### config.mk
export PLATFORM = sky130hd
export DESIGN_NAME = hcbp_packer_flat
export DESIGN_NICKNAME = d
export VERILOG_FILES = /design/src/hdl/hcbp_pkg.sv /design/src/hdl/hcbp_if.sv /design/src/hdl/hcbp_packer.sv /design/src/flat_wrapper.sv
export SDC_FILE = /design/constraint.sdc
export NUM_CORES = 1
export LEC_CHECK = 0
export BUFFER_PORTS_ARGS = -buffer_cell sky130_fd_sc_hd__buf_2
export CORE_ASPECT_RATIO = 0.75
export CORE_MARGIN = 10
export CORE_UTILIZATION = 30
export CTS_BUF_LIST = sky130_fd_sc_hd__clkbuf_4
export DETAILED_ROUTE_END_ITERATION = 10
export PLACE_DENSITY = 0.46
export SYNTH_ARGS = -nofsm -noshare
export SYNTH_HDL_FRONTEND = slang
export SYNTH_SLANG_ARGS = --single-unit
export TNS_END_PERCENT = 10
### constraint.sdc
create_clock -name clock -period 3.7 [get_ports clock]
set_clock_uncertainty 0.05 [all_clocks]
set_input_delay 0.37 -clock clock [delete_from_list [all_inputs] [get_ports clock]]
set_output_delay 0.37 -clock clock [all_outputs]
set_load 0.05 [all_outputs]
### src/hdl/hcbp_pkg.sv
// ----------------------------------------------------------------------------
// hcbp_pkg: shared definitions for the Huffman code bit packer
// Field widths, action codes and the item passed from the table stage to the
// accumulator.
// ----------------------------------------------------------------------------
`default_nettype none

package hcbp_pkg;

   localparam int ACTION_W  = 2;
   localparam int SYMBOL_W  = 8;
   localparam int CODE_W    = 32;
   localparam int LEN_W     = 6;
   localparam int BYTE_BITS = 8;

   localparam int DEF_SYMBOL_COUNT  = 256;
   localparam int DEF_MAX_CODE_BITS = 32;

   typedef enum logic [ACTION_W-1:0] {
      ACT_LOAD   = 2'd0,
      ACT_ENCODE = 2'd1,
      ACT_FLUSH  = 2'd2
   } action_type;

   // Work handed to the accumulator: an encode with its table entry, or a flush.
   typedef struct packed {
      logic              valid;
      logic              flush;
      logic [CODE_W-1:0] word;
      logic [LEN_W-1:0]  len;
   } hcbp_item_type;

endpackage

`default_nettype wire

### src/hdl/hcbp_if.sv
// ----------------------------------------------------------------------------
// hcbp_if: request and response channels of the Huffman code bit packer
// Valid/ready channels; a request moves at a clock edge with valid and ready.
// ----------------------------------------------------------------------------
`default_nettype none


interface hcbp_rsp_if;
   logic                           valid;
   logic                           ready;
   logic [hcbp_pkg::BYTE_BITS-1:0] packed_byte;
   logic                           last;

   modport source (output valid, packed_byte, last, input ready);
   modport sink   (input valid, packed_byte, last, output ready);
endinterface

`default_nettype wire

### src/hdl/hcbp_packer.sv
// ----------------------------------------------------------------------------
// hcbp_packer: bit accumulator and output register
// Merges code words into the accumulator; a byte per cycle while rsp is ready.
// ----------------------------------------------------------------------------
`default_nettype none

module hcbp_packer #(
   parameter int MAX_CODE_BITS = hcbp_pkg::DEF_MAX_CODE_BITS
) (
   input  wire logic                    clock,
   input  wire logic                    reset,
   input  wire hcbp_pkg::hcbp_item_type item,
   output logic                         take,
   hcbp_rsp_if.source                   rsp
);

   localparam int ACC_W = MAX_CODE_BITS + hcbp_pkg::BYTE_BITS - 1;
   localparam int CNT_W = $clog2(ACC_W + 1);
   localparam logic [CNT_W-1:0] BYTE_CNT = CNT_W'(hcbp_pkg::BYTE_BITS);

   logic [ACC_W-1:0] acc_ff, acc_in;
   logic [CNT_W-1:0] cnt_ff, cnt_in;
   logic             rsp_valid_ff, rsp_valid_in;
   logic [hcbp_pkg::BYTE_BITS-1:0] rsp_byte_ff, rsp_byte_in;
   logic             rsp_last_ff, rsp_last_in;

   logic             slot_free, can_emit, emit, take_enc, take_fl;
   logic [CNT_W-1:0] cnt_after, shamt, len_ext;
   logic [ACC_W-1:0] shifted;
   logic [hcbp_pkg::BYTE_BITS-1:0] fl_byte;

   always_comb begin
      slot_free = !rsp_valid_ff || rsp.ready;
      can_emit  = cnt_ff >= BYTE_CNT;
      emit      = can_emit && slot_free;
      cnt_after = emit ? cnt_ff - BYTE_CNT : cnt_ff;
      shamt     = cnt_ff - BYTE_CNT;
      shifted   = acc_ff >> shamt;
      fl_byte   = acc_ff[hcbp_pkg::BYTE_BITS-1:0] << (BYTE_CNT - cnt_ff);
      len_ext   = CNT_W'(item.len);
      // merge as soon as the bytes in flight leave fewer than eight bits
      take_enc  = item.valid && !item.flush && (cnt_after < BYTE_CNT);
      take_fl   = item.valid && item.flush && !can_emit &&
                  ((cnt_ff == '0) || slot_free);
      take      = take_enc || take_fl;
   end

   always_comb begin
      acc_in = acc_ff;
      cnt_in = cnt_after;
      if (take_enc) begin
         acc_in = (acc_ff << len_ext) | ACC_W'(item.word);
         cnt_in = cnt_after + len_ext;
      end else if (take_fl) begin
         cnt_in = '0;
      end
   end

   always_comb begin
      rsp_valid_in = rsp_valid_ff && !rsp.ready;
      rsp_byte_in  = rsp_byte_ff;
      rsp_last_in  = rsp_last_ff;
      if (emit) begin
         rsp_valid_in = 1'b1;
         rsp_byte_in  = shifted[hcbp_pkg::BYTE_BITS-1:0];
         rsp_last_in  = shamt < BYTE_CNT;
      end else if (take_fl && (cnt_ff != '0)) begin
         rsp_valid_in = 1'b1;
         rsp_byte_in  = fl_byte;
         rsp_last_in  = 1'b1;
      end
   end

   always_ff @(posedge clock) begin
      if (reset) begin
         cnt_ff       <= '0;
         rsp_valid_ff <= 1'b0;
      end else begin
         cnt_ff       <= cnt_in;
         rsp_valid_ff <= rsp_valid_in;
      end
      acc_ff      <= acc_in;
      rsp_byte_ff <= rsp_byte_in;
      rsp_last_ff <= rsp_last_in;
   end

   assign rsp.valid       = rsp_valid_ff;
   assign rsp.packed_byte = rsp_byte_ff;
   assign rsp.last        = rsp_last_ff;

endmodule

`default_nettype wire

### src/flat_wrapper.sv
// flat-port wrapper written by rule: the top's interface ports become plain ports
module hcbp_packer_flat 
#(
   parameter int MAX_CODE_BITS = hcbp_pkg::DEF_MAX_CODE_BITS
)
  (clock, reset, item, take, rsp_valid, rsp_packed_byte, rsp_last, rsp_ready);
  hcbp_rsp_if rsp_i ();
  input  wire logic clock;
  input  wire logic reset;
  input  wire hcbp_pkg::hcbp_item_type item;
  output logic take;
  output wire logic [$bits(rsp_i.valid)-1:0] rsp_valid;
  output wire logic [$bits(rsp_i.packed_byte)-1:0] rsp_packed_byte;
  output wire logic [$bits(rsp_i.last)-1:0] rsp_last;
  input wire logic [$bits(rsp_i.ready)-1:0] rsp_ready;
  assign rsp_valid = rsp_i.valid;
  assign rsp_packed_byte = rsp_i.packed_byte;
  assign rsp_last = rsp_i.last;
  assign rsp_i.ready = rsp_ready;
  hcbp_packer #(.MAX_CODE_BITS(MAX_CODE_BITS)) u_core (.clock(clock), .reset(reset), .item(item), .take(take), .rsp(rsp_i));
endmodule
### Yosys cells after proc, flatten, opt, wreduce, memory -nomap -nowiden

Cells that the tools add are included.
W data, S select, Z words.

* add/sub/neg operators: 3
* order comparisons: 3
* shift-type cells: 3
* multiplexer cells: 9
* bitwise gates (word level): 1
* reductions and logical operators: 18

Operators with widths (count)
* $or A39 B32 Y39: 1
* $shl A39 B6 Y39: 1
* $shr A39 B6 Y8: 1
* $mux W6: 3
* $mux W8: 2
* $lt A6 B4 Y1 const B: 2
* $logic_and A1 B1 Y1: 8
* $shl A8 B6 Y8: 1
* $add A6 B6 Y6: 1
* $ge A6 B4 Y1 const B: 1
* $logic_not A6 Y1: 1
* $reduce_bool A6 Y1: 1
* $sub A4 B6 Y6 const A: 1
* $sub A6 B4 Y6 const B: 1
* $logic_not A1 Y1: 4
* $mux W1: 4
* $logic_or A1 B1 Y1: 3
* $reduce_bool A2 Y1: 1

* bits in registers: 55
* bits of input ports: 43
* output and inout port bits: 11
* logic and storage cells: 42

### Longest topological paths before layout

* depth after elaboration: 7
* gate-level depth with buffers: 11
* depth with buffers taken out: 11

### Worst setup path after synthesis

Ideal clock, no wire load.

* path kind: register to register
* start: register u_core.cnt_ff[3]
* end: register u_core.acc_ff[0], enable pin
* library setup time: 391 ps
* data arrival time: 3007 ps
* required time: 3259 ps
* setup slack: 252 ps
* stages on the path, launching flop included: 10
* path buffers: 2
* period minus slack after synthesis: 3448 ps
* cell sequence: dfxtp_1 clkbuf_1 buf_2 inv_2 ha_1 xnor2_1 nand2_1 o2bb2ai_1 nand2_1 inv_1

* cells in the longest elaborated chain, start to end: 5
* elaborated cells between the ends (all ways): 6
* classes of those cells: add/sub: 1; order compare: 2; mux: 1; reduce/logical: 2

RTL lines
* start, declared: line hcbp_packer.sv:22 `logic [CNT_W-1:0] cnt_ff, cnt_in;`
* start signal, assigned: line hcbp_packer.sv:79 `cnt_ff <= cnt_in;`
* $ge A6 B4 Y1: line hcbp_packer.sv:34 `can_emit = cnt_ff >= BYTE_CNT;`
* $logic_and A1 B1 Y1: line hcbp_packer.sv:35 `emit = can_emit && slot_free;`
* $mux W6 *: line hcbp_packer.sv:36 `cnt_after = emit ? cnt_ff - BYTE_CNT : cnt_ff;`
* $lt A6 B4 Y1 *: line hcbp_packer.sv:42 `take_enc = item.valid && !item.flush && (cnt_after < BYTE_CNT);`
* $logic_and A1 B1 Y1 *: line hcbp_packer.sv:42
* via u_core.take_enc: line hcbp_packer.sv:27 `logic slot_free, can_emit, emit, take_enc, take_fl;`
* end signal, assigned: line hcbp_packer.sv:82 `acc_ff <= acc_in;`
* end, declared: line hcbp_packer.sv:21 `logic [ACC_W-1:0] acc_ff, acc_in;`

Mark *: on every way through the listed nets, which the timed path passes. The rest lies on a longest branch.
A chain may end at the register's enable or synchronous reset.

### Worst setup path after layout

* start: register u_core.cnt_ff[3]
* end: output port take

* cells in the longest elaborated chain, start to end: 6
* elaborated cells between the ends (all ways): 12
* classes of those cells: add/sub: 1; order compare: 2; mux: 1; reduce/logical: 8

RTL lines
* $ge A6 B4 Y1: line hcbp_packer.sv:34
* $logic_and A1 B1 Y1: line hcbp_packer.sv:35
* $mux W6: line hcbp_packer.sv:36
* $lt A6 B4 Y1: line hcbp_packer.sv:42
* $logic_and A1 B1 Y1: line hcbp_packer.sv:42
* $logic_or A1 B1 Y1 *: line hcbp_packer.sv:45 `take = take_enc || take_fl;`
* end, declared: line flat_wrapper.sv:11 `output logic take;`

Every way passes the cells marked *; elsewhere a longest branch is shown, timed or not.

==> results by group <==
Logic synthesis
  • Synth unique cells: 73
  • Number of flops mapped to enable cells by yosys: 48
  • Number of instances in the synthesized netlist: 575
  • Mapped Nets: 629
  • Sequential-to-total area share from yosys stat: 24.9%
  • Most area-consuming cells after synthesis: sky130_fd_sc_hd__mux4_2 (27%), sky130_fd_sc_hd__edfxtp_1 (23%), sky130_fd_sc_hd__mux2i_1 (8.5%), sky130_fd_sc_hd__mux2_2 (3.4%), sky130_fd_sc_hd__nand2_1 (3.2%)
  • Cell area after technology mapping: 0.00636 mm^2
  • Number of warnings issued by yosys: 0
  • Async set-or-reset flop fraction in the synthesized netlist: 0%
  • Synth top cells by count: sky130_fd_sc_hd__mux4_2 (75), sky130_fd_sc_hd__nand2_1 (55), sky130_fd_sc_hd__mux2i_1 (54)
  • Top cell type's share of synthesized area: 26.5%
  • Most numerous cell in the Yosys netlist: sky130_fd_sc_hd__mux4_2
  • Average cell area after synthesis: 11.1 um^2
  • FF+latch count, synth: 55
  • Synth area leader: sky130_fd_sc_hd__mux4_2
  • Leading register cell type out of synthesis: sky130_fd_sc_hd__edfxtp_1

Critical path
  • Worst Setup End Kind: output port
  • CP arrival: 2.86 ns
  • Maximum fanout count along the critical path: 11
  • Kind of launch point of the worst setup path: flop
  • Critical path start-end classification: reg2out
  • Logic depth of the worst register-to-register path: 11
  • Required time worst endpoint: 3.28 ns

Clock tree
  • Buffer levels on the longest clock path: 2
  • TritonCTS buffer count: 5
  • CTS Hold Bufs: 0
  • Later-pin clock latency in the skew report: 0.44 ns
  • Resized cells post-CTS: 0
  • Post-CTS Setup Repair Bufs: 0
  • Library cell used as clock root buffer: sky130_fd_sc_hd__clkbuf_4
  • Number of H-tree branching levels: 2
  • TritonCTS sink count: 55
  • Clock tree from TritonCTS: yes
  • Clock-pin slew of the registers on the worst-case setup and hold paths: 0.19 ns

Finish
  • Area overhead of the layout relative to synthesis: 9.56%
  • Final Net Count: 660
  • Final Non-Filler Cells: 896
  • Fraction of final layout cells sized beyond drive strength 1: 31.8%

Timing
  • Post-layout min period: 3.28 ns
  • Final hold violations: 0
  • Number of setup violations in the final report: 0
  • Unrepaired setup endpoints after global routing: no
  • Headroom to the max-slew limit: 39.4%
  • Achievable clock frequency: 305 MHz
  • Final slew viol count: 0
  • Measured slew at the worst slew-check pin: 0.909 ns
  • Tcrit/Tclk final: 88.6%
  • Aggregate negative setup slack: 0 ns

Global route
  • Aggregate global-route resource usage: 16.4%
  • Wire length of the first global-routing pass: 35200 um
  • Vias in the first global route: 5256
  • Pin count of the biggest net entering global routing: 43
  • Total congestion overflow: 0
  • Antenna violations before repair: 1

Power
  • Peak supply drop: 0.000287 V
  • Comb pwr share: 62.8%
  • Share of power burned in the clock network: 9.5%
  • Part of the total power dissipated in sequential elements: 27.7%
  • Internal Dissipation: 0.00204 W
  • Cell area power density: 572 mW/mm^2
  • Switching Power: 0.00195 W
  • Static Leakage: 2.50 nW
  • Switching part of the total power: 48.9%

Die
  • Area inside the core boundary: 0.0210 mm^2
  • Die footprint: 0.0275 mm^2
  • Number of top-level pins: 54
  • Standard-cell row count: 46
  • Die extent in x: 188 um
  • Starting density of the core: 30.3%
  • Die span in y: 146 um

Placed design
  • Final weighted congestion in routability-driven placement: 0.893
  • Placed wire-length estimate after detailed placement: 17300 um
  • Number of port buffers: 53
  • Placed Cells: 887

Job
  • Max Cap Violations: 0

Drt
  • Total routed wirelength: 23000 um
  • Count of unresolved DRC violations after routing: 0
  • Total number of vias: 5493
  • Drt via density: 6.13
  • Number of DRC markers after the initial detailed-route iteration: 619
  • Count of TritonRoute iterations in the first routing pass: 5
  • Routed wire length per instance: 25.7 um
  • Antenna-violating nets left: 0

Hold path
  • Hold Path Cell Cnt: 2
  • Hold crit path type: in2reg

Outcome
  • Status: finished clean
metrics by stage:
| step | util [%] | total power, W | hold slack, ns | cell area, um^2 | setup WS, ns |
|---|---|---|---|---|---|
| CTS | 33.2 | 0.00398 | 0.102 | 6970 | 0.403 |
| global route | 33.2 | 0.00424 | 0.105 | 6970 | 0.141 |
| finish | 33.2 | 0.00399 | 0.115 | 6970 | 0.420 |
| detailed placement | 32.8 | 0.00360 | 0.581 | 6890 | 0.565 |
| floorplan | - | 0.00292 | 0.389 | 6360 | 0.252 |
| global placement | 32.8 | 0.00359 | 0.570 | 6890 | 0.676 |
final timing paths:
path,from,to,slack (ns)
worst min-delay path,item[7],u_core.acc_ff[1],0.12
worst min register to register,u_core.cnt_ff[5],u_core.cnt_ff[5],0.69
worst max-delay path,u_core.cnt_ff[3],take,0.42
worst max register to register,u_core.cnt_ff[4],u_core.cnt_ff[5],0.48
sequential cells by signal (all words and copies together), names as in the netlist:
| name | flops |
|---|---|
| u_core.acc_ff | 39 |
| u_core.rsp.last | 1 |
| u_core.rsp.packed_byte | 8 |
| u_core.rsp.valid | 1 |
| u_core.cnt_ff | 6 |
layout by cell type (no fill, tap or decap), types with 8 or more instances in the layout:
cell,Yosys,routed
sky130_fd_sc_hd__a211o_1,9,9
sky130_fd_sc_hd__a21o_1,9,9
sky130_fd_sc_hd__a21oi_1,19,19
sky130_fd_sc_hd__a31oi_1,9,9
sky130_fd_sc_hd__buf_2,19,53
sky130_fd_sc_hd__buf_4,4,19
sky130_fd_sc_hd__edfxtp_1,48,48
sky130_fd_sc_hd__ha_1,10,10
sky130_fd_sc_hd__inv_1,10,10
sky130_fd_sc_hd__mux2_2,19,19
sky130_fd_sc_hd__mux2i_1,54,54
sky130_fd_sc_hd__mux4_2,75,75
sky130_fd_sc_hd__nand2_1,55,55
sky130_fd_sc_hd__nand3_1,19,19
sky130_fd_sc_hd__nor2_1,34,34
sky130_fd_sc_hd__nor2b_1,8,8
sky130_fd_sc_hd__nor3_1,12,12
sky130_fd_sc_hd__o21ai_0,17,17
sky130_fd_sc_hd__o21bai_1,8,8
worst max-delay path, cell delays in order, from the launching register on:
cell and delay [ns]:
sky130_fd_sc_hd__dfxtp_1 0.43, sky130_fd_sc_hd__inv_2 0.16, sky130_fd_sc_hd__ha_1 0.25, sky130_fd_sc_hd__xnor2_1 0.13, sky130_fd_sc_hd__buf_4 0.17, sky130_fd_sc_hd__nand2_1 0.09
sky130_fd_sc_hd__o2bb2ai_1 0.57, sky130_fd_sc_hd__nand2_1 0.22, sky130_fd_sc_hd__nand2b_1 0.14, sky130_fd_sc_hd__buf_2 0.27
layer usage:
| layer | vias up | routed length [um] | global-route usage [%] |
|---|---|---|---|
| met5 | - | 0 | 0 |
| met4 | 0 | 303 | 3.15 |
| met3 | 23 | 2280 | 4.47 |
| met2 | 295 | 9530 | 23.0 |
| met1 | 2784 | 10900 | 24.4 |
| li1 | 2391 | - | - |
power groups by stage:
stage / Combinational (W) / Sequential (W) / Clock [W]
2_1_floorplan: 0.00173 / 0.00119 / 0
3_3_place_gp: 0.00248 / 0.00111 / 0
3_5_place_dp: 0.00249 / 0.00111 / 0
4_1_cts: 0.00250 / 0.00110 / 0.000385
5_1_grt: 0.00272 / 0.00112 / 0.000407
6_report: 0.00251 / 0.00110 / 0.000377
logic make-up (layout without fill, tap and decap cells):
group / after synthesis / after routing / synth area share [%]
xor gates and xnor gates: 7 / 7 / 0.964
other: 0 / 1 / 0
AOI/OAI and AO/OA: 130 / 130 / 15.4
and+or+nand+nor: 159 / 159 / 12.4
muxes: 151 / 151 / 39.3
buffers and inverters: 62 / 94 / 4.88
adders and majority gates: 11 / 11 / 2.28
DFF: 55 / 55 / 24.9
cell type report:
class	instances	area [um^2]
multi-input cells	458	4470
flip-flops and latches	55	1580
well taps	288	360
clock buffers	5	37.5
inverters	13	48.8
repair buffers	73	428
clock inverters	3	38.8
diodes	1	2.50
fillers	2121	14000
Note: power is estimated with default switching activity, not from simulation.
